File: config.mk
export PLATFORM = sky130hd
export DESIGN_NAME = moving_window_frame_rate
export DESIGN_NICKNAME = d
export VERILOG_FILES = /design/src/mwfr_pkg.sv /design/src/moving_window_frame_rate.sv /design/src/mwfr_ram.sv /design/src/mwfr_cfg.sv /design/src/mwfr_div.sv
export SDC_FILE = /design/constraint.sdc
export NUM_CORES = 2
export LEC_CHECK = 0
export BUFFER_PORTS_ARGS = -buffer_cell sky130_fd_sc_hd__buf_2
export CAP_MARGIN = 15
export CORE_MARGIN = 3
export CORE_UTILIZATION = 45
export DETAILED_ROUTE_END_ITERATION = 16
export GPL_ROUTABILITY_DRIVEN = 0
export PLACE_DENSITY = 0.66
export SETUP_SLACK_MARGIN = 0.5
export SYNTH_ARGS = -nofsm -noshare
export SYNTH_HDL_FRONTEND = slang
export SYNTH_SLANG_ARGS = --single-unit
File: constraint.sdc
create_clock -name clk -period 10.4 [get_ports clk]
set_input_delay 1.04 -clock clk [delete_from_list [all_inputs] [get_ports clk]]
set_output_delay 1.04 -clock clk [all_outputs]
set_load 0.02 [all_outputs]
File: src/mwfr_pkg.sv
// Shared types and constants for the moving-window frame rate meter.
// Depends on nothing; the design files other than mwfr_ram refer to it by scoped names, the testbench imports it.
package mwfr_pkg;

	// Window geometry
	localparam int WINDOW  = 64;
	localparam int SLOT_W  = $clog2(WINDOW);
	localparam int COUNT_W = $clog2(WINDOW + 1);

	// Field widths
	localparam int TS_W    = 64;
	localparam int FREQ_W  = 32;
	localparam int DUR_W   = 20;
	localparam int RATE_W  = 40;
	localparam int FRAC_W  = 8;
	localparam int SUM_W   = DUR_W + SLOT_W;
	localparam int PROD_W  = FREQ_W + COUNT_W;
	localparam int NUM_W   = PROD_W + FRAC_W;
	localparam int STEP_W  = $clog2(RATE_W);

	// Configuration port
	localparam int ADDR_W  = 3;
	localparam int DATA_W  = 32;
	localparam int REG_IDX_W = ADDR_W - 2;
	localparam logic [REG_IDX_W-1:0] REG_FREQ  = REG_IDX_W'(0);
	localparam logic [REG_IDX_W-1:0] REG_LIMIT = REG_IDX_W'(1);
	localparam logic [FREQ_W-1:0]    FREQ_RESET  = FREQ_W'(1000000000);
	localparam logic [DUR_W-1:0]     LIMIT_RESET = DUR_W'(1000000);

	typedef struct packed {
		logic [FREQ_W-1:0] freq;
		logic [DUR_W-1:0]  limit;
	} cfg_t;

	typedef struct packed {
		logic busy;
		logic done;
	} div_stat_t;

	typedef enum logic [2:0] {
		ST_IDLE,
		ST_UPDATE,
		ST_MUL,
		ST_DIV,
		ST_OUT
	} state_t;

endpackage

File: src/moving_window_frame_rate.sv
// Sliding-window frame rate meter: ring of frame durations in a RAM, serial divide.
// Sequence: accept, window update (UPDATE), divider start (MUL), 40-step bit-serial
// divide (DIV), output load (OUT); no new timestamp is accepted until that load.
// The duration ring lives in one synchronous RAM read at acceptance, written in the
// UPDATE cycle that follows. Reset clears all control state at once; no clearing pass is run,
// since ring entries at or beyond the fill count are treated as zero.
module moving_window_frame_rate (
	input  logic                              clk,
	input  logic                              arst_n,
	// configuration port
	input  logic                              psel,
	input  logic                              penable,
	input  logic                              pwrite,
	input  logic [mwfr_pkg::ADDR_W-1:0]       paddr,
	input  logic [mwfr_pkg::DATA_W-1:0]       pwdata,
	output logic [mwfr_pkg::DATA_W-1:0]       prdata,
	output logic                              pready,
	// input channel
	input  logic                              in_valid,
	output logic                              in_ready,
	input  logic [mwfr_pkg::TS_W-1:0]         timestamp,
	// output channel
	output logic                              out_valid,
	input  logic                              out_ready,
	output logic [mwfr_pkg::RATE_W-1:0]       rate_q8,
	output logic [mwfr_pkg::COUNT_W-1:0]      frames_in_window,
	output logic                              sample_taken
);

	mwfr_pkg::cfg_t      cfg;
	mwfr_pkg::div_stat_t div_stat;
	mwfr_pkg::state_t    state_q, state_d;

	logic [mwfr_pkg::TS_W-1:0]    ts_q;
	logic [mwfr_pkg::TS_W-1:0]    prev_q;
	logic [mwfr_pkg::SUM_W-1:0]   sum_q;
	logic [mwfr_pkg::SLOT_W-1:0]  slot_q;
	logic [mwfr_pkg::COUNT_W-1:0] fill_q;
	logic                         taken_q;
	logic                         out_valid_q;
	logic [mwfr_pkg::RATE_W-1:0]  rate_q;
	logic [mwfr_pkg::COUNT_W-1:0] count_q;
	logic                         sample_q;

	logic [mwfr_pkg::TS_W-1:0]    dt;
	logic                         take;
	logic                         full;
	logic [mwfr_pkg::DUR_W-1:0]   ram_rdata;
	logic [mwfr_pkg::DUR_W-1:0]   old_dur;
	logic                         ram_we;
	logic [mwfr_pkg::PROD_W-1:0]  prod;
	logic [mwfr_pkg::NUM_W-1:0]   num;
	logic [mwfr_pkg::RATE_W-1:0]  quo;
	logic                         in_acc;
	logic                         out_load;

	mwfr_cfg u_cfg (
		.clk     (clk),
		.arst_n  (arst_n),
		.psel    (psel),
		.penable (penable),
		.pwrite  (pwrite),
		.paddr   (paddr),
		.pwdata  (pwdata),
		.prdata  (prdata),
		.pready  (pready),
		.cfg     (cfg)
	);

	mwfr_ram #(
		.WIDTH (mwfr_pkg::DUR_W),
		.DEPTH (mwfr_pkg::WINDOW)
	) u_ring (
		.clk   (clk),
		.we    (ram_we),
		.waddr (slot_q),
		.wdata (dt[mwfr_pkg::DUR_W-1:0]),
		.raddr (slot_q),
		.rdata (ram_rdata)
	);

	mwfr_div u_div (
		.clk    (clk),
		.arst_n (arst_n),
		.start  (state_q == mwfr_pkg::ST_MUL),
		.num    (num),
		.den    (sum_q),
		.quo    (quo),
		.stat   (div_stat)
	);

	// Duration check; slots at or past the fill count were never written
	assign dt      = ts_q - prev_q;
	assign take    = (prev_q != '0) && (dt != '0)
		&& (dt <= mwfr_pkg::TS_W'(cfg.limit));
	assign full    = fill_q == mwfr_pkg::COUNT_W'(mwfr_pkg::WINDOW);
	assign old_dur = full ? ram_rdata : '0;
	assign ram_we  = (state_q == mwfr_pkg::ST_UPDATE) && take;

	// Numerator fill * freq * 256, captured by the divider
	assign prod = mwfr_pkg::PROD_W'(fill_q) * mwfr_pkg::PROD_W'(cfg.freq);
	assign num  = {prod, mwfr_pkg::FRAC_W'(0)};

	assign in_ready = state_q == mwfr_pkg::ST_IDLE;
	assign in_acc   = in_valid && in_ready;
	assign out_load = (state_q == mwfr_pkg::ST_OUT) && (!out_valid_q || out_ready);

	// Next state
	always_comb begin
		state_d = state_q;
		case (state_q)
			mwfr_pkg::ST_IDLE:   if (in_acc) state_d = mwfr_pkg::ST_UPDATE;
			mwfr_pkg::ST_UPDATE: state_d = mwfr_pkg::ST_MUL;
			mwfr_pkg::ST_MUL:    state_d = mwfr_pkg::ST_DIV;
			mwfr_pkg::ST_DIV:    if (div_stat.done) state_d = mwfr_pkg::ST_OUT;
			mwfr_pkg::ST_OUT:    if (out_load) state_d = mwfr_pkg::ST_IDLE;
			default:             state_d = mwfr_pkg::ST_IDLE;
		endcase
	end

	always_ff @(posedge clk or negedge arst_n) begin
		if (!arst_n) begin
			state_q <= mwfr_pkg::ST_IDLE;
		end else begin
			state_q <= state_d;
		end
	end

	// Hold the accepted timestamp
	always_ff @(posedge clk) begin
		if (in_acc) begin
			ts_q <= timestamp;
		end
	end

	// Window state: replace the oldest duration, advance slot and fill count
	always_ff @(posedge clk or negedge arst_n) begin
		if (!arst_n) begin
			prev_q  <= '0;
			sum_q   <= '0;
			slot_q  <= '0;
			fill_q  <= '0;
			taken_q <= 1'b0;
		end else if (state_q == mwfr_pkg::ST_UPDATE) begin
			prev_q  <= ts_q;
			taken_q <= take;
			if (take) begin
				sum_q <= sum_q - mwfr_pkg::SUM_W'(old_dur)
					+ mwfr_pkg::SUM_W'(dt[mwfr_pkg::DUR_W-1:0]);
				slot_q <= (slot_q == mwfr_pkg::SLOT_W'(mwfr_pkg::WINDOW - 1))
					? '0 : slot_q + mwfr_pkg::SLOT_W'(1);
				if (!full) begin
					fill_q <= fill_q + mwfr_pkg::COUNT_W'(1);
				end
			end
		end
	end

	// Output register: load when free or being drained, drop on transaction
	always_ff @(posedge clk or negedge arst_n) begin
		if (!arst_n) begin
			out_valid_q <= 1'b0;
		end else if (out_load) begin
			out_valid_q <= 1'b1;
		end else if (out_ready) begin
			out_valid_q <= 1'b0;
		end
	end

	always_ff @(posedge clk) begin
		if (out_load) begin
			rate_q   <= (sum_q == '0) ? '0 : quo;
			count_q  <= fill_q;
			sample_q <= taken_q;
		end
	end

	assign out_valid        = out_valid_q;
	assign rate_q8          = rate_q;
	assign frames_in_window = count_q;
	assign sample_taken     = sample_q;

`ifndef NO_ASSERTIONS
	// Fill count never passes the window depth
	a_fill_bound: assert property (@(posedge clk) disable iff (!arst_n)
		fill_q <= mwfr_pkg::COUNT_W'(mwfr_pkg::WINDOW))
		else $error("fill count beyond window");
	// Every held duration is nonzero, so an empty sum means an empty window
	a_sum_fill: assert property (@(posedge clk) disable iff (!arst_n)
		(sum_q == '0) == (fill_q == '0))
		else $error("window sum and fill count disagree");
	// Until the ring is full the write slot tracks the fill count
	a_slot_fill: assert property (@(posedge clk) disable iff (!arst_n)
		!full |-> slot_q == fill_q[mwfr_pkg::SLOT_W-1:0])
		else $error("write slot out of step with fill count");
	// Divider completes only while the sequencer waits for it
	a_div_done: assert property (@(posedge clk) disable iff (!arst_n)
		div_stat.done |-> state_q == mwfr_pkg::ST_DIV)
		else $error("divider result outside divide state");
`endif

endmodule

File: src/mwfr_ram.sv
// Generic single-write, single-read synchronous RAM with registered read data.
// No dependencies.
module mwfr_ram #(
	parameter int WIDTH = 8,
	parameter int DEPTH = 16
) (
	input  logic                     clk,
	input  logic                     we,
	input  logic [$clog2(DEPTH)-1:0] waddr,
	input  logic [WIDTH-1:0]         wdata,
	input  logic [$clog2(DEPTH)-1:0] raddr,
	output logic [WIDTH-1:0]         rdata
);

	logic [WIDTH-1:0] mem [DEPTH];

	// Write port, then registered read port
	always_ff @(posedge clk) begin
		if (we) begin
			mem[waddr] <= wdata;
		end
		rdata <= mem[raddr];
	end

endmodule

File: src/mwfr_cfg.sv
// APB-style register file for tick frequency and frame duration limit.
// Depends on mwfr_pkg.
module mwfr_cfg (
	input  logic                           clk,
	input  logic                           arst_n,
	input  logic                           psel,
	input  logic                           penable,
	input  logic                           pwrite,
	input  logic [mwfr_pkg::ADDR_W-1:0]    paddr,
	input  logic [mwfr_pkg::DATA_W-1:0]    pwdata,
	output logic [mwfr_pkg::DATA_W-1:0]    prdata,
	output logic                           pready,
	output mwfr_pkg::cfg_t                 cfg
);

	logic [mwfr_pkg::REG_IDX_W-1:0] idx;
	logic                           wr_en;

	assign idx    = paddr[mwfr_pkg::ADDR_W-1:2];
	assign wr_en  = psel && penable && pwrite;
	assign pready = 1'b1;

	// Capture register writes in the access phase
	always_ff @(posedge clk or negedge arst_n) begin
		if (!arst_n) begin
			cfg.freq  <= mwfr_pkg::FREQ_RESET;
			cfg.limit <= mwfr_pkg::LIMIT_RESET;
		end else if (wr_en) begin
			case (idx)
				mwfr_pkg::REG_FREQ:  cfg.freq  <= pwdata[mwfr_pkg::FREQ_W-1:0];
				mwfr_pkg::REG_LIMIT: cfg.limit <= pwdata[mwfr_pkg::DUR_W-1:0];
				default: ;
			endcase
		end
	end

	// Read back the addressed register
	always_comb begin
		case (idx)
			mwfr_pkg::REG_FREQ:  prdata = mwfr_pkg::DATA_W'(cfg.freq);
			mwfr_pkg::REG_LIMIT: prdata = mwfr_pkg::DATA_W'(cfg.limit);
			default:             prdata = '0;
		endcase
	end

endmodule

File: src/mwfr_div.sv
// Restoring bit-serial divider: one quotient bit per cycle until all RATE_W quotient bits are formed.
// Depends on mwfr_pkg; the quotient is known to fit RATE_W bits.
module mwfr_div (
	input  logic                          clk,
	input  logic                          arst_n,
	input  logic                          start,
	input  logic [mwfr_pkg::NUM_W-1:0]    num,
	input  logic [mwfr_pkg::SUM_W-1:0]    den,
	output logic [mwfr_pkg::RATE_W-1:0]   quo,
	output mwfr_pkg::div_stat_t           stat
);

	logic [mwfr_pkg::SUM_W-1:0]  rem_q;
	logic [mwfr_pkg::RATE_W-1:0] quo_q;
	logic [mwfr_pkg::SUM_W-1:0]  den_q;
	logic [mwfr_pkg::STEP_W-1:0] step_q;
	logic                        busy_q;
	logic                        done_q;
	logic [mwfr_pkg::SUM_W:0]    shifted;
	logic [mwfr_pkg::SUM_W:0]    diff;
	logic                        fits;

	// Trial subtract on the shifted partial remainder
	assign shifted = {rem_q, quo_q[mwfr_pkg::RATE_W-1]};
	assign diff    = shifted - {1'b0, den_q};
	assign fits    = shifted >= {1'b0, den_q};

	// Control: step counter, busy and done pulse
	always_ff @(posedge clk or negedge arst_n) begin
		if (!arst_n) begin
			busy_q <= 1'b0;
			done_q <= 1'b0;
			step_q <= '0;
		end else begin
			done_q <= 1'b0;
			if (start) begin
				busy_q <= 1'b1;
				step_q <= '0;
			end else if (busy_q) begin
				step_q <= step_q + mwfr_pkg::STEP_W'(1);
				if (step_q == mwfr_pkg::STEP_W'(mwfr_pkg::RATE_W - 1)) begin
					busy_q <= 1'b0;
					done_q <= 1'b1;
				end
			end
		end
	end

	// Datapath: preload upper dividend bits, then shift one bit per step
	always_ff @(posedge clk) begin
		if (start) begin
			rem_q <= mwfr_pkg::SUM_W'(num[mwfr_pkg::NUM_W-1:mwfr_pkg::RATE_W]);
			quo_q <= num[mwfr_pkg::RATE_W-1:0];
			den_q <= den;
		end else if (busy_q) begin
			rem_q <= fits ? diff[mwfr_pkg::SUM_W-1:0] : shifted[mwfr_pkg::SUM_W-1:0];
			quo_q <= {quo_q[mwfr_pkg::RATE_W-2:0], fits};
		end
	end

	assign quo       = quo_q;
	assign stat.busy = busy_q;
	assign stat.done = done_q;

`ifndef NO_ASSERTIONS
	// A done pulse ends a busy period and never overlaps it
	a_done_ends_busy: assert property (@(posedge clk) disable iff (!arst_n)
		done_q |-> !busy_q && $past(busy_q))
		else $error("divider done without a preceding busy period");
	// Restart only while idle
	a_start_idle: assert property (@(posedge clk) disable iff (!arst_n)
		start |-> !busy_q)
		else $error("divider started while busy");
	// Partial remainder stays below the divisor once a step has run
	a_rem_bound: assert property (@(posedge clk) disable iff (!arst_n)
		busy_q && $past(busy_q) && den_q != '0 |-> rem_q < den_q)
		else $error("divider remainder out of range");
`endif

endmodule

After elaboration in Yosys (flattened, before gate mapping)
Memory sizes are Yosys's and may differ from the RTL's. A register that Yosys moved wholly into a read port is not among the register bits.
Cells that the tools add are included.
{ "totals": {"regBits": 372, "latch_bits": 0, "mem_bits_rw": 1280, "rom_bits": 0, "in_bits": 106, "output_inout_bits": 83, "n_memories": 1} }
{ "memory_table": {"columns": ["name", "words", "word_bits", "rd", "rd_ports_with_merged_regs", "wr", "line", "source"], "rows": [
  ["u_ring.mem", 64, 20, 1, 1, 1, "mwfr_ram.sv:15", "logic [WIDTH-1:0] mem [DEPTH];"]
]} }
{ "classes": {"n_addsub": 7, "mul": 1, "n_div": 0, "n_lt_le_gt_ge": 2, "eq_ne": 10, "shift": 0, "n_mux": 24, "bitwise_logic": 2, "reduce_logical": 20} }
{ "op_table": {"columns": ["operator", "n"], "rows": [
  ["64-bit nonzero test", 2],
  ["40-bit two-way mux", 2],
  ["64-bit by 20-bit <= comparator with 1-bit output", 1],
  ["32-bit case mux with 2 select lines", 1],
  ["64-bit subtractor", 1],
  ["7-bit by 32-bit multiplier with 39-bit output", 1],
  ["27-bit by 26-bit greater-or-equal comparator with 1-bit output", 1],
  ["26-bit by 20-bit adder with 26-bit output", 1],
  ["26-bit logical NOT", 1],
  ["26-bit two-way mux", 1],
  ["26-bit by 20-bit subtractor with 26-bit output", 1],
  ["26-bit subtractor", 1],
  ["20-bit two-way mux", 1],
  ["6-bit two-way mux", 3],
  ["3-bit case mux with 5 select lines", 1],
  ["7-bit two-way mux", 2],
  ["6-bit by 1-bit adder with 6-bit output, second input constant", 2],
  ["6-bit equality test, second input constant", 2],
  ["1-bit two-way mux", 10],
  ["3-bit two-way mux", 3],
  ["7-bit by 1-bit adder with 7-bit output, second input constant", 1],
  ["7-bit equality test, second input constant", 1],
  ["1-bit logical AND", 7],
  ["3-bit by 2-bit equality test with 1-bit output, second input constant", 2],
  ["11 further kinds", 17]
]} }

Depth between registers and ports, before layout
{ "logic_depth": {"ltp_word": 7, "ltp_mapped": 26} }

Cells and area by module
Synthesis repeated with hierarchy kept, for this count alone.
{ "hier_totals": {"cells_unflattened": 5412, "hier_area_um2": 79708.9} }
{ "modules_own_cells": {"columns": ["mod", "n_inst", "cells_each", "area_per_inst_um2"], "rows": [
  ["mwfr_ram", 1, 2243, 49495.0],
  ["moving_window_frame_rate", 1, 2498, 22160.0],
  ["mwfr_div", 1, 522, 5625.4],
  ["mwfr_cfg", 1, 149, 2428.6]
]} }

Worst setup path after synthesis
No wires, ideal clock.
{ "synth_path": {"kind": "reg-to-reg", "from": "reg ts_q[0] in the netlist's numbering", "to": "mem u_ring.mem[24][0] in the netlist's numbering, enable pin", "setup_time_ps": 422, "t_arrival_ps": 9461, "required_ps": 9978, "setup_slack_ps": 517, "path_stages_with_launch": 25, "n_path_buf": 2, "synth_period_minus_slack_ps": 9883, "cell_sequence": "edfxtp_1 > inv_1 > ha_1 > inv_1 > fa_1 > a21o_1 > a311oi_1 > or3_1 > o211ai_1 > nor3_1 > ha_1 > a21o_1 > a21oi_1 > a21oi_1 > or4_1 > or4_1 > or3_1 > nor4_1 > o2111ai_1 > nor4b_1 > and4_1 > nand4b_1 > clkbuf_1 > clkbuf_1 > nor3_1"} }
{ "synth_between": {"elab_chain_cells": 7, "elab_cells_between_ends": 8, "classes_between": "1 x add/sub; 1 x order compare; 2 x mux; 4 x reduce/logical"} }
{ "synth_rtl": {"columns": ["element", "line", "source"], "rows": [
  ["start: declaration", "moving_window_frame_rate.sv:34", "logic [mwfr_pkg::TS_W-1:0] ts_q;"],
  ["start signal: assignment", "moving_window_frame_rate.sv:132", "ts_q <= timestamp;"],
  ["64-bit subtractor (*)", "moving_window_frame_rate.sv:93", "assign dt = ts_q - prev_q;"],
  ["via dt (one bit)", "moving_window_frame_rate.sv:45", "logic [mwfr_pkg::TS_W-1:0] dt;"],
  ["branches (longest 2 deep; another with 64-bit by 20-bit <= comparator with 1-bit output)", null, null],
  ["1-bit logical AND (*)", "moving_window_frame_rate.sv:95", "&& (dt <= mwfr_pkg::TS_W'(cfg.limit));"],
  ["1-bit logical AND (*)", "moving_window_frame_rate.sv:98", "assign ram_we = (state_q == mwfr_pkg::ST_UPDATE) && take;"],
  ["1-bit two-way mux (*)", "mwfr_ram.sv:19", "if (we) begin"],
  ["1-bit two-way mux (implied by the code) (*)", "mwfr_ram.sv:20", "mem[waddr] <= wdata;"],
  ["end: declaration", "mwfr_ram.sv:15", null]
]} }
Mark *: on every way through the listed nets, which the timed path passes.

Worst setup path in the final report
{ "layout_path": {"from": "reg ts_q[2] in the netlist's numbering", "to": "mem u_ring.mem[7][1] in the netlist's numbering, enable pin"} }
The elaborated chain is that of the path after synthesis.

==> results.json <==
{
  "setup_viol": 0,
  "fill_cells": 13900,
  "root_buffer": "clkbuf_16",
  "period_minus_slack_ns": 8.55,
  "ys.warnings.count": 0,
  "synth_nets": 6027,
  "grt_pass1_vias": 47600,
  "drive_above_1_share": 0.138,
  "yosys-top-cells-area": "edfxtp_1, dfrtp_1, a22oi_1",
  "cp.arrival_ns": 9.05,
  "drtIter0Drc": 5801,
  "ys_top_cells_by_count": "edfxtp_1, a22oi_1, inv_1, nand2_1, clkbuf_1",
  "drtAntennaViolNets": 0,
  "cts_buffers": 165,
  "grt_overflow": 0,
  "synthFlopType": "edfxtp_1",
  "dr.pass1.iters": 12,
  "hold_viol": 0,
  "htreeDepth": 4,
  "routed-via-count": 49500,
  "endpoint_kind": "flip-flop",
  "avgViaCountPerCell": 6.11,
  "cts_buffer_depth": 3,
  "fin_crit_sh": 0.822,
  "syn-instance-count": 5551,
  "floorplan.initialDensity": 0.454,
  "track_usage": 0.240,
  "netlist_area_sq_um": 76100,
  "post-place-cells": 7791,
  "holdBufCountCts": 0,
  "crit_path_start_kind": "flip-flop",
  "syn_to_final_growth_pct": 12.7,
  "max_freq_ghz": 0.117,
  "cap_violations": 0,
  "outcome": "finished with violations",
  "boundaryPins": 189,
  "tns_ns": 0,
  "rows": 150,
  "wl_per_cell_um": 26.4,
  "clk_pin_slew_ns": 0.06,
  "grt_first_pass_wirelength_um": 313000,
  "drc_errors": 2,
  "finClkSkew_ns": 0.0599,
  "dieHeight_um": 417,
  "regArea_sq_um": 48900,
  "maxSlewHeadroom": 0.0974,
  "clock_latency_ns": 0.82,
  "portBuffers": 185,
  "slew_violations": 0,
  "final_cell_count_no_fill": 8098,
  "cts_tree": "yes",
  "cts_resized": 0,
  "rsz0062_at_grt": "no",
  "yosysMostFrequentCell": "edfxtp_1",
  "synth.distinct_cells": 88,
  "synth-edff-count": 1457,
  "wl_um": 214000,
  "die_width_um": 417,
  "fin_nets": 6232,
  "peakVddDrop_mv": 0.375,
  "synth_top_area_share": 0.575,
  "yosys.area.top_type": "edfxtp_1",
  "antenna_found_initial": 7,
  "violations": "DRC",
  "p_leak_nw": 30.2,
  "worst_pin_slew_ns": 1.35,
  "critical_path.max_fanout": 64,
  "dieArea_sq_um": 174000,
  "ys_seq_elements": 1672,
  "cts_num_sinks": 1672,
  "power.density_cell_area_nw_per_um2": 254,
  "path_class": "flip-flop to flip-flop",
  "multi_input_comb_area_sq_um": 25400,
  "cp.required_ns": 10.90,
  "hpwl_um": 133000,
  "synth.avg_cell_area_sq_um": 13.7,
  "ys_seq_area_frac": 0.643,
  "core_area_sq_um": 168000,
  "grt_max_degree": 115,
  "cts_setup_buffers": 0,
  "hold_path_class": "input pin to asynchronous set/reset pin",
  "async_flop_share": 0.100
}
[sequential cells by signal, summed over array words and instances (netlist names), 3 cells and up]
register / cells
state_q: 3
u_ring.mem: 1280
frames_in_window: 7
sum_q: 26
u_div.quo: 40
u_cfg.cfg: 52
ts_q: 64
prev_q: 64
u_div.step_q: 6
rate_q8: 40
u_div.den_q: 26
u_div.rem_q: 26
fill_q: 7
u_ring.rdata: 20
slot_q: 6
[stage by stage]
stage	cell area (sq um)	hold WS [ns]	setup slack [ns]	util	power, mW
2_1_floorplan	76100	0.423	0.517	-	13.7
3_3_place_gp	80400	0.432	2.27	0.480	15.8
3_5_place_dp	80400	0.432	2.16	0.480	15.9
4_1_cts	85700	0.347	2.10	0.511	21.7
5_1_grt	85700	0.363	1.52	0.512	22.7
6_report	85700	0.359	1.85	0.512	21.8
[critical path, stage by stage (launching register included)]
cell,delay [ns]
edfxtp_1,0.41
ha_1,0.46
o21ai_0,0.13
a21oi_1,0.44
o211ai_1,0.20
o221ai_2,0.45
a2111oi_0,0.22
a211o_2,0.46
ha_1,0.33
nand4_1,0.17
nor4_1,0.62
a21oi_1,0.26
or4_1,0.55
or4_1,0.47
or3_1,0.35
nor4_1,0.28
o2111ai_1,0.21
nor4b_1,0.33
and4_1,0.22
nand4b_1,0.18
buf_12,0.24
nor3_2,0.70
buf_4,0.36
[kinds of logic after synthesis]
kind of cell	share of synthesized area
AND/OR/NAND/NOR	0.0803
buffers and inverters	0.0313
XOR/XNOR	0.0120
multiplexers	0.0190
other	0.0000493
flip-flops	0.643
AO/OA/AOI/OAI	0.137
adder cells (fa/ha/maj)	0.0777
[layout by cell type, fill, tap and decap left out, types with 29 or more instances in the layout]
master / count
clkbuf_1: 55
buf_4: 149
o21ai_0: 215
dfrtp_1: 147
nand2_1: 274
xnor2_1: 55
nor2b_1: 72
a21oi_1: 196
a22o_1: 94
nor3_1: 54
nand4_1: 83
dfxtp_1: 47
inv_1: 314
a31oi_1: 110
xor2_1: 37
mux2_2: 80
mux2i_1: 29
nor2_1: 151
ha_1: 199
a221oi_1: 93
nand3_1: 89
a22oi_1: 460
nor3_2: 67
a41oi_1: 32
fa_1: 170
edfxtp_1: 1457
buf_2: 184
nor4_1: 59
clkbuf_16: 166
and2_1: 187
a21o_1: 77
[routing by layer]
| layer | routed length (um) | GRT usage |
|---|---|---|
| met3 | 18000 | 0.0376 |
| met2 | 99900 | 0.382 |
| met4 | 9780 | 0.104 |
| met1 | 86000 | 0.328 |
| met5 | 0 | 0 |
[final timing paths]
kind,to,slack [ns],cells after the start,from
worst max-delay path,u_ring.mem[7][1]$_DFFE_PP_,1.85,22,ts_q[2]$_DFFE_PP_
worst min-delay path,prev_q[61]$_DFFE_PN0P_,0.36,1,arst_n
worst max register to register,u_ring.mem[7][1]$_DFFE_PP_,1.85,22,ts_q[2]$_DFFE_PP_
worst min register to register,u_div.den_q[25]$_DFFE_PP_,0.45,0,sum_q[25]$_DFFE_PN0P_
max in group asynchronous,sum_q[24]$_DFFE_PN0P_,8.47,2,arst_n
min in group clk,ts_q[46]$_DFFE_PP_,0.40,1,timestamp[46]
[report_power, final]
| group | leakage, nW | internal (mW) | switching [mW] | total (mW) |
|---|---|---|---|---|
| Sequential | 15.6 | 9.19 | 0.309 | 9.50 |
| Combinational | 12.0 | 1.96 | 4.47 | 6.43 |
| Clock | 2.52 | 3.25 | 2.58 | 5.83 |
| Total | 30.2 | 14.4 | 7.36 | 21.8 |
[area by class of cell]
cell class | count | share of cell area
clock inverters | 71 | 0.00937
multi-input cells | 3257 | 0.296
well taps | 2204 | 0.0322
clock buffers | 228 | 0.0520
inverters | 316 | 0.0138
flip-flops and latches | 1672 | 0.571
repair buffers | 344 | 0.0261
diodes | 6 | 0.000175
No activity file was read; power rests on OpenSTA's default activity.
